### config.mk
export PLATFORM = sky130hd
export DESIGN_NAME = spi_slave_command_responder_unit
export DESIGN_NICKNAME = d
export VERILOG_FILES = /design/src/rtl/core/spisr_pkg.sv /design/src/rtl/core/spisr_ram.sv /design/src/rtl/core/spi_slave_command_responder_unit.sv
export SDC_FILE = /design/constraint.sdc
export NUM_CORES = 2
export LEC_CHECK = 0
export BUFFER_PORTS_ARGS = -buffer_cell sky130_fd_sc_hd__buf_4
export CORE_MARGIN = 1.5
export CORE_UTILIZATION = 67
export DETAILED_ROUTE_END_ITERATION = 8
export PLACE_DENSITY_LB_ADDON = 0.3
export SLEW_MARGIN = 30
export SYNTH_ARGS = -nofsm -noshare
export SYNTH_HDL_FRONTEND = slang
export SYNTH_SLANG_ARGS = --single-unit
### constraint.sdc
create_clock -name clk -period 6.5 [get_ports clk]
set_clock_uncertainty 0.2 [all_clocks]
set_input_delay 1.3 -clock clk [delete_from_list [all_inputs] [get_ports clk]]
set_output_delay 1.3 -clock clk [all_outputs]
set_load 0.02 [all_outputs]
### src/rtl/core/spisr_pkg.sv
package spisr_pkg;

  // Receive store geometry
  localparam int BUFFER_DEPTH = 256;
  localparam int BUF_AW = $clog2(BUFFER_DEPTH);
  localparam int CNT_W = 9;
  localparam int BYTE_W = 8;

  // Input item kinds (carried on in_tuser)
  localparam logic [2:0] CMD_BYTE   = 3'd0;
  localparam logic [2:0] CMD_END    = 3'd1;
  localparam logic [2:0] CMD_BUFWR  = 3'd2;
  localparam logic [2:0] CMD_ARM    = 3'd3;
  localparam logic [2:0] CMD_HOST   = 3'd4;
  localparam logic [2:0] CMD_STATS  = 3'd5;

  // Transmit actions (carried on out_tuser)
  localparam logic [1:0] ACT_NONE   = 2'd0;
  localparam logic [1:0] ACT_BYTE   = 2'd1;
  localparam logic [1:0] ACT_STATUS = 2'd2;

  // Status codes
  localparam logic [1:0] ST_NONE    = 2'd0;
  localparam logic [1:0] ST_OK      = 2'd1;
  localparam logic [1:0] ST_NODATA  = 2'd2;

  // Configuration register indexes
  localparam logic [1:0] REG_OP_AVAIL = 2'd0;
  localparam logic [1:0] REG_OP_READ  = 2'd1;
  localparam logic [1:0] REG_OP_SNR   = 2'd2;
  localparam logic [1:0] REG_OP_RSSI  = 2'd3;

  // Byte positions inside a frame
  localparam logic [1:0] POS_FIRST  = 2'd1;
  localparam logic [1:0] POS_SECOND = 2'd2;
  localparam logic [1:0] POS_LAST   = 2'd3;

  typedef struct packed {
    logic [1:0]        action;
    logic [BYTE_W-1:0] data;
    logic [1:0]        status;
    logic              poll;
    logic              led_off;
    logic              from_ram;
  } result_t;

endpackage

### src/rtl/core/spisr_ram.sv
module spisr_ram #(
  parameter int WIDTH = 8,
  parameter int DEPTH = 256
) (
  input  logic                     clk,
  input  logic                     we,
  input  logic [$clog2(DEPTH)-1:0] waddr,
  input  logic [WIDTH-1:0]         wdata,
  input  logic                     re,
  input  logic [$clog2(DEPTH)-1:0] raddr,
  output logic [WIDTH-1:0]         rdata
);

  logic [WIDTH-1:0] mem [DEPTH];

  always_ff @(posedge clk) begin
    if (we) begin
      mem[waddr] <= wdata;
    end
    if (re) begin
      rdata <= mem[raddr];
    end
  end

endmodule

### src/rtl/core/spi_slave_command_responder_unit.sv
// Slave-side responder for a byte-wide SPI command protocol.
// Input channel (in_*): one item per event. in_tuser holds the item kind:
// a byte received from the master, frame end, receive buffer write, buffer
// arm, host status or a radio stats update. in_tdata carries the operands.
// Result channel (out_*): exactly one item per input item, in order.
// out_tuser says what to do with the transmit register; out_tdata carries
// the byte, the status code, the poll request and the LED-off flag.
// out_tvalid rises in the cycle after acceptance. One item is taken
// every cycle while the receiver keeps up; the buffer read for a READ
// command is issued in the accept cycle and its registered RAM output
// is muxed onto out_tdata in place of the result register's data byte.
// The receive buffer is a 256 x 8 single-write, single-read RAM; it is not
// cleared by reset, and a READ of a byte never written returns garbage.
// Reset (rst_n low, synchronous) ends any frame, clears the count and the
// held radio values and restores the default opcodes.
// When out_tready is low with a result pending, in_tready drops and all state
// but the opcodes holds until the result is taken. Opcode writes through cfg_*
// take effect at once and should only be made while the block is idle.
module spi_slave_command_responder_unit
  import spisr_pkg::*;
(
  input  logic        clk,
  input  logic        rst_n,

  input  logic        in_tvalid,
  output logic        in_tready,
  // cmd[2:0]
  input  logic [2:0]  in_tuser,
  // rx_byte[7:0], buf_index[15:8], buf_data[23:16], buf_length[32:24],
  // status_byte[40:33], snr_value[48:41], rssi_value[56:49],
  // shield_value[64:57], zero fill above
  input  logic [71:0] in_tdata,

  output logic        out_tvalid,
  input  logic        out_tready,
  // tx_action[1:0]
  output logic [1:0]  out_tuser,
  // tx_byte[7:0], status_code[9:8], poll_request[10], led_off[11],
  // zero fill above
  output logic [15:0] out_tdata,

  input  logic        cfg_we,
  input  logic [1:0]  cfg_index,
  input  logic [7:0]  cfg_wdata
);

  logic [BYTE_W-1:0] rx_byte, buf_index, buf_data, status_byte;
  logic [BYTE_W-1:0] snr_value, rssi_value, shield_value;
  logic [CNT_W-1:0]  buf_length;

  assign rx_byte      = in_tdata[7:0];
  assign buf_index    = in_tdata[15:8];
  assign buf_data     = in_tdata[23:16];
  assign buf_length   = in_tdata[32:24];
  assign status_byte  = in_tdata[40:33];
  assign snr_value    = in_tdata[48:41];
  assign rssi_value   = in_tdata[56:49];
  assign shield_value = in_tdata[64:57];

  logic [BYTE_W-1:0] op_avail_r, op_read_r, op_snr_r, op_rssi_r;
  logic              in_frame_r, in_frame_nxt;
  logic [BYTE_W-1:0] frame_cmd_r, frame_cmd_nxt;
  logic [1:0]        pos_r, pos_nxt;
  logic              read_failed_r, read_failed_nxt;
  logic [CNT_W-1:0]  remaining_r, remaining_nxt;
  logic [CNT_W-1:0]  armed_r, armed_nxt;
  logic [BYTE_W-1:0] snr_r, snr_nxt, rssi_r, rssi_nxt, shield_r, shield_nxt;

  logic              res_valid_r;
  result_t           res_r, res_nxt;

  logic              accept;
  logic              ram_we, ram_re;
  logic [BUF_AW-1:0] ram_raddr;
  logic [CNT_W-1:0]  read_offset;
  logic [BYTE_W-1:0] ram_rdata;

  assign in_tready = !res_valid_r || out_tready;
  assign accept    = in_tvalid && in_tready;

  // Position of the next unread byte; the count never exceeds the armed length.
  assign read_offset = armed_r - remaining_r;
  assign ram_raddr   = read_offset[BUF_AW-1:0];

  always_comb begin
    in_frame_nxt    = in_frame_r;
    frame_cmd_nxt   = frame_cmd_r;
    pos_nxt         = pos_r;
    read_failed_nxt = read_failed_r;
    remaining_nxt   = remaining_r;
    armed_nxt       = armed_r;
    snr_nxt         = snr_r;
    rssi_nxt        = rssi_r;
    shield_nxt      = shield_r;
    ram_we          = 1'b0;
    ram_re          = 1'b0;
    res_nxt         = '0;

    case (in_tuser)
      CMD_BYTE: begin
        res_nxt.action = ACT_BYTE;
        if (!in_frame_r) begin
          in_frame_nxt    = 1'b1;
          frame_cmd_nxt   = rx_byte;
          pos_nxt         = POS_FIRST;
          read_failed_nxt = 1'b0;
          res_nxt.data    = shield_r;
        end else begin
          if (pos_r != POS_LAST) begin
            pos_nxt = pos_r + 2'd1;
          end
          if (frame_cmd_r == op_avail_r) begin
            if (pos_r == POS_FIRST) begin
              res_nxt.data = {{(2*BYTE_W-CNT_W){1'b0}}, remaining_r[CNT_W-1:BYTE_W]};
            end else if (pos_r == POS_SECOND) begin
              res_nxt.data = remaining_r[BYTE_W-1:0];
            end
          end else if (frame_cmd_r == op_read_r) begin
            if (pos_r == POS_FIRST) begin
              if (remaining_r != '0) begin
                ram_re           = 1'b1;
                res_nxt.from_ram = 1'b1;
                remaining_nxt    = remaining_r - CNT_W'(1);
                read_failed_nxt  = 1'b0;
                res_nxt.led_off  = (remaining_r == CNT_W'(1));
              end else begin
                read_failed_nxt = 1'b1;
              end
            end
          end else if (frame_cmd_r == op_snr_r) begin
            if (pos_r == POS_FIRST) begin
              res_nxt.data = snr_r;
            end
          end else if (frame_cmd_r == op_rssi_r) begin
            if (pos_r == POS_FIRST) begin
              res_nxt.data = rssi_r;
            end
          end else begin
            res_nxt.action = ACT_NONE;
          end
        end
      end
      CMD_END: begin
        if (in_frame_r) begin
          in_frame_nxt   = 1'b0;
          res_nxt.action = ACT_STATUS;
          if (frame_cmd_r == op_read_r) begin
            res_nxt.status = read_failed_r ? ST_NODATA : ST_OK;
          end else if (frame_cmd_r == op_avail_r) begin
            res_nxt.status = ST_OK;
          end else begin
            res_nxt.poll = 1'b1;
          end
        end
      end
      CMD_BUFWR: begin
        // The index field spans the whole store, so every write lands.
        ram_we = 1'b1;
      end
      CMD_ARM: begin
        if (buf_length > CNT_W'(BUFFER_DEPTH)) begin
          armed_nxt = CNT_W'(BUFFER_DEPTH);
        end else begin
          armed_nxt = buf_length;
        end
        remaining_nxt = armed_nxt;
      end
      CMD_HOST: begin
        res_nxt.action = ACT_BYTE;
        res_nxt.data   = status_byte;
      end
      CMD_STATS: begin
        snr_nxt    = snr_value;
        rssi_nxt   = rssi_value;
        shield_nxt = shield_value;
      end
      default: begin
      end
    endcase
  end

  spisr_ram #(
    .WIDTH(BYTE_W),
    .DEPTH(BUFFER_DEPTH)
  ) u_store (
    .clk  (clk),
    .we   (accept && ram_we),
    .waddr(buf_index[BUF_AW-1:0]),
    .wdata(buf_data),
    .re   (accept && ram_re),
    .raddr(ram_raddr),
    .rdata(ram_rdata)
  );

  always_ff @(posedge clk) begin
    if (!rst_n) begin
      op_avail_r    <= 8'd1;
      op_read_r     <= 8'd2;
      op_snr_r      <= 8'd3;
      op_rssi_r     <= 8'd4;
      in_frame_r    <= 1'b0;
      frame_cmd_r   <= '0;
      pos_r         <= '0;
      read_failed_r <= 1'b0;
      remaining_r   <= '0;
      armed_r       <= '0;
      snr_r         <= '0;
      rssi_r        <= '0;
      shield_r      <= '0;
      res_valid_r   <= 1'b0;
    end else begin
      if (cfg_we) begin
        case (cfg_index)
          REG_OP_AVAIL: op_avail_r <= cfg_wdata;
          REG_OP_READ:  op_read_r  <= cfg_wdata;
          REG_OP_SNR:   op_snr_r   <= cfg_wdata;
          REG_OP_RSSI:  op_rssi_r  <= cfg_wdata;
          default: begin
          end
        endcase
      end
      if (accept) begin
        in_frame_r    <= in_frame_nxt;
        frame_cmd_r   <= frame_cmd_nxt;
        pos_r         <= pos_nxt;
        read_failed_r <= read_failed_nxt;
        remaining_r   <= remaining_nxt;
        armed_r       <= armed_nxt;
        snr_r         <= snr_nxt;
        rssi_r        <= rssi_nxt;
        shield_r      <= shield_nxt;
        res_valid_r   <= 1'b1;
      end else if (out_tready) begin
        res_valid_r   <= 1'b0;
      end
    end
  end

  always_ff @(posedge clk) begin
    if (accept) begin
      res_r <= res_nxt;
    end
  end

  assign out_tvalid = res_valid_r;
  assign out_tuser  = res_r.action;
  assign out_tdata  = {4'b0, res_r.led_off, res_r.poll, res_r.status,
                       res_r.from_ram ? ram_rdata : res_r.data};

  // The outstanding count can never pass the armed length.
  a_count_bound: assert property (@(posedge clk) disable iff (!rst_n)
    remaining_r <= armed_r)
    else $error("receive count exceeds armed length");

  a_armed_bound: assert property (@(posedge clk) disable iff (!rst_n)
    armed_r <= CNT_W'(BUFFER_DEPTH))
    else $error("armed length exceeds buffer depth");

  // A buffered byte is only ever delivered as a data load.
  a_ram_action: assert property (@(posedge clk) disable iff (!rst_n)
    (res_valid_r && res_r.from_ram) |-> (res_r.action == ACT_BYTE))
    else $error("buffer byte without a data load");

  a_status_action: assert property (@(posedge clk) disable iff (!rst_n)
    (res_valid_r && (res_r.status != ST_NONE || res_r.poll)) |->
      (res_r.action == ACT_STATUS))
    else $error("status or poll without a status load");

  // A stalled result blocks the next item and keeps the state unchanged.
  a_stall_holds: assert property (@(posedge clk) disable iff (!rst_n)
    (res_valid_r && !out_tready) |=> ($stable(remaining_r) && $stable(in_frame_r)))
    else $error("state moved under a stalled result");

endmodule
==> impl_metrics.toml <==
[timing]
post-route-period-util_pct = 81.09
fin_ws_ns = 1.229
grt_setup_unrepaired = "no"
slew_headroom_pct = 26.95
fin_setup_tns_ns = 0
fmax_mhz = 189.7
slew_viol_final = 0
period_needed_ns = 5.271
worst_slew_pin_slew_ns = 1.092
setup_violations = 0
finalHoldViolCount = 0

[die]
die_y_um = 359.0
start_util_pct = 67.52
ios = 110
die_x_um = 359.0
placementRows = 130
core_um2 = 125700
die_area_um2 = 128800

[cells_and_area]
largest_reg_flops = 2048
reg_top3 = "u_store.mem x2048, remaining_r x9, res_r x9"
fin_nets = 4444
fillers = 6294
top_register = "u_store.mem"
area_growth_pct = 10.79
drive_above_1_share_pct = 24.39
design_area_um2 = 94050

[outcome]
outcome = "completed"

[logic_synthesis]
yosysMostFrequentCell = "edfxtp_1"
ys_seq_area_share_pct = 75.29
yosysUniqueCellTypes = 72
yosysTopAreaCellShare_pct = 73.26
avgSynthCellArea_um2 = 20.20
ys.flop_type = "edfxtp_1"
syn_inst = 4202
async_flop_share_pct = 0
synth_edf_count = 2071
ys_top_cells_by_count = "edfxtp_1 (2,071), mux4_2 (593), nand2_1 (321)"
ys_top_cells_by_area = "edfxtp_1 (73%), mux4_2 (16%), dfxtp_1 (2.0%)"
yosysTopAreaCell = "edfxtp_1"
synth.cell_area_um2 = 84890
ys_warn_count = 0
ys_seq_elements = 2157

[clock_network]
cts_htree_levels = 4
post_cts_buffers = 0
cts-root-buf = "clkbuf_16"
cts_num_sinks = 2157
clkTransAtPathRegs_ns = 0.07
tritoncts = "done"
cts_made_buffers = 200
cts_buffer_depth = 3
hold_buffers = 0
worst_skew_pair.late_latency_ns = 0.85
cts_resized = 0

[placement]
io_buffers = 98
finalWeightedCongestion = 0.8827
dpl-instance-area_um2 = 87450
dp_worst_setup_slack_ns = 1.532
post-dp-hpwl_mm = 116.9

[power]
peakVddDrop_uv = 289.1
p_per_area_nw_per_um2 = 319.4
power_leakage_uw = 0.02991

[routing]
vias = 45220
dr.pass1.iters = 6
drt-initial-drc-count = 7627
wl_mm = 223.0
avgViaCountPerCell = 7.336
drt.antenna.violating_nets = 0
wl_per_cell_um = 36.17
drc = 0

[worst_hold_path]
hold_depth = 2
hp-class = "flop to flop"

[global_route]
grt_pass1_wl_mm = 320.4
grt_pass1_vias = 44970
grt_max_degree = 169
antenna_found_initial = 11
grtUsageTotal_pct = 35.05
grt.overflow.total = 0

[job]
maxCapViolCount = 0

[worst_setup_path]
arrival_ns = 5.78
worst-r2r-cell-count = 9
cp_max_fo = 45
crit_type = "flop to flop"
critPathLaunchType = "flop"
worst-endpoint-required_ns = 7.01
worstSetupEndpointType = "flop"
where the power goes:
group / internal [uW] / leakage (uW) / switching, uW
Clock: 6580 / 0.00314 / 5240
Combinational: 1080 / 0.00746 / 1870
Sequential: 15200 / 0.0193 / 19.5
critical path: stages (launching register included):
cell and delay (ns):
dfxtp_1 0.41, ha_4 0.23, fa_4 1.37, buf_4 0.71
mux4_2 0.34, nand2_1 0.09, a32oi_1 0.45, o21ai_1 0.18
o31ai_1 0.80, and4_1 0.32
final timing paths:
kind	slack [ns]	from	to
setup / recovery	1.23	remaining_r[0]	u_store.rdata[1]
hold / removal	0.25	shield_r[6]	shield_r[6]
setup reg to reg	1.23	remaining_r[0]	u_store.rdata[1]
hold reg to reg	0.25	shield_r[6]	shield_r[6]
layer usage:
| metal | GRT usage [%] | vias up | part of all wire (%) |
|---|---|---|---|
| li1 | - | 17410 | - |
| met5 | 0 | - | 0.013 |
| met4 | 17.97 | 6 | 6.0 |
| met2 | 55.69 | 4145 | 49 |
| met3 | 8.665 | 749 | 13 |
| met1 | 45.90 | 22910 | 33 |
area by class of cell:
class,count,area [um^2],share of cell area (%)
multi-input combinational,1780,19780,21.04
timing repair buffer,184,1717,1.825
antenna,12,30.03,0.03193
tap,1650,2064,2.195
inverter,17,63.81,0.06785
clock inverter,115,1229,1.306
sequential,2157,63910,67.95
clock buffer,249,5251,5.583
cell families after synthesis:
logic type / Yosys count / synth area share [%]
AO/OA/AOI/OAI: 238 / 1.794
XOR/XNOR: 41 / 0.4540
adder cells (fa/ha/maj): 14 / 0.2152
buffers and inverters: 268 / 1.586
flip-flops: 2157 / 75.29
multiplexers: 638 / 16.30
other: 1 / 0.004417
AND/OR/NAND/NOR: 845 / 4.364
cells in the final DEF (no fill, tap or decap), drive strengths merged, types with 8 or more instances in the layout:
cell | Yosys | final
a21boi | 14 | 14
a21oi | 74 | 74
a22o | 8 | 8
a22oi | 12 | 12
a32oi | 14 | 14
and3 | 8 | 8
buf | 125 | 176
bufinv | 0 | 21
clkbuf | 126 | 257
clkinv | 1 | 80
clkinvlp | 0 | 8
dfxtp | 86 | 86
diode | 0 | 12
edfxtp | 2071 | 2071
ha | 13 | 13
inv | 16 | 23
mux2 | 10 | 10
mux2i | 34 | 34
mux4 | 594 | 594
nand2 | 322 | 322
nand3 | 92 | 92
nand4 | 25 | 25
nor2 | 296 | 296
nor2b | 30 | 30
nor3 | 16 | 16
nor3b | 9 | 9
o21a | 10 | 10
o21ai | 58 | 58
o22ai | 19 | 19
o31ai | 9 | 9
or3 | 9 | 9
xnor2 | 29 | 29
xor2 | 12 | 12
through the flow:
stage / std cells / hold slack [ns] / util, % / power [uW]
after global routing: 6154 / 0.2721 / 74.78 / 30600
after floorplan: 4205 / 0.2328 / - / 17240
final: 6164 / 0.2531 / 74.80 / 30040
after CTS: 6150 / 0.2511 / 74.70 / 29980
after global placement: 5785 / 0.2415 / 69.52 / 18280
after detailed placement: 5786 / 0.2429 / 69.55 / 18370
No activity file was read; power rests on OpenSTA's default activity.
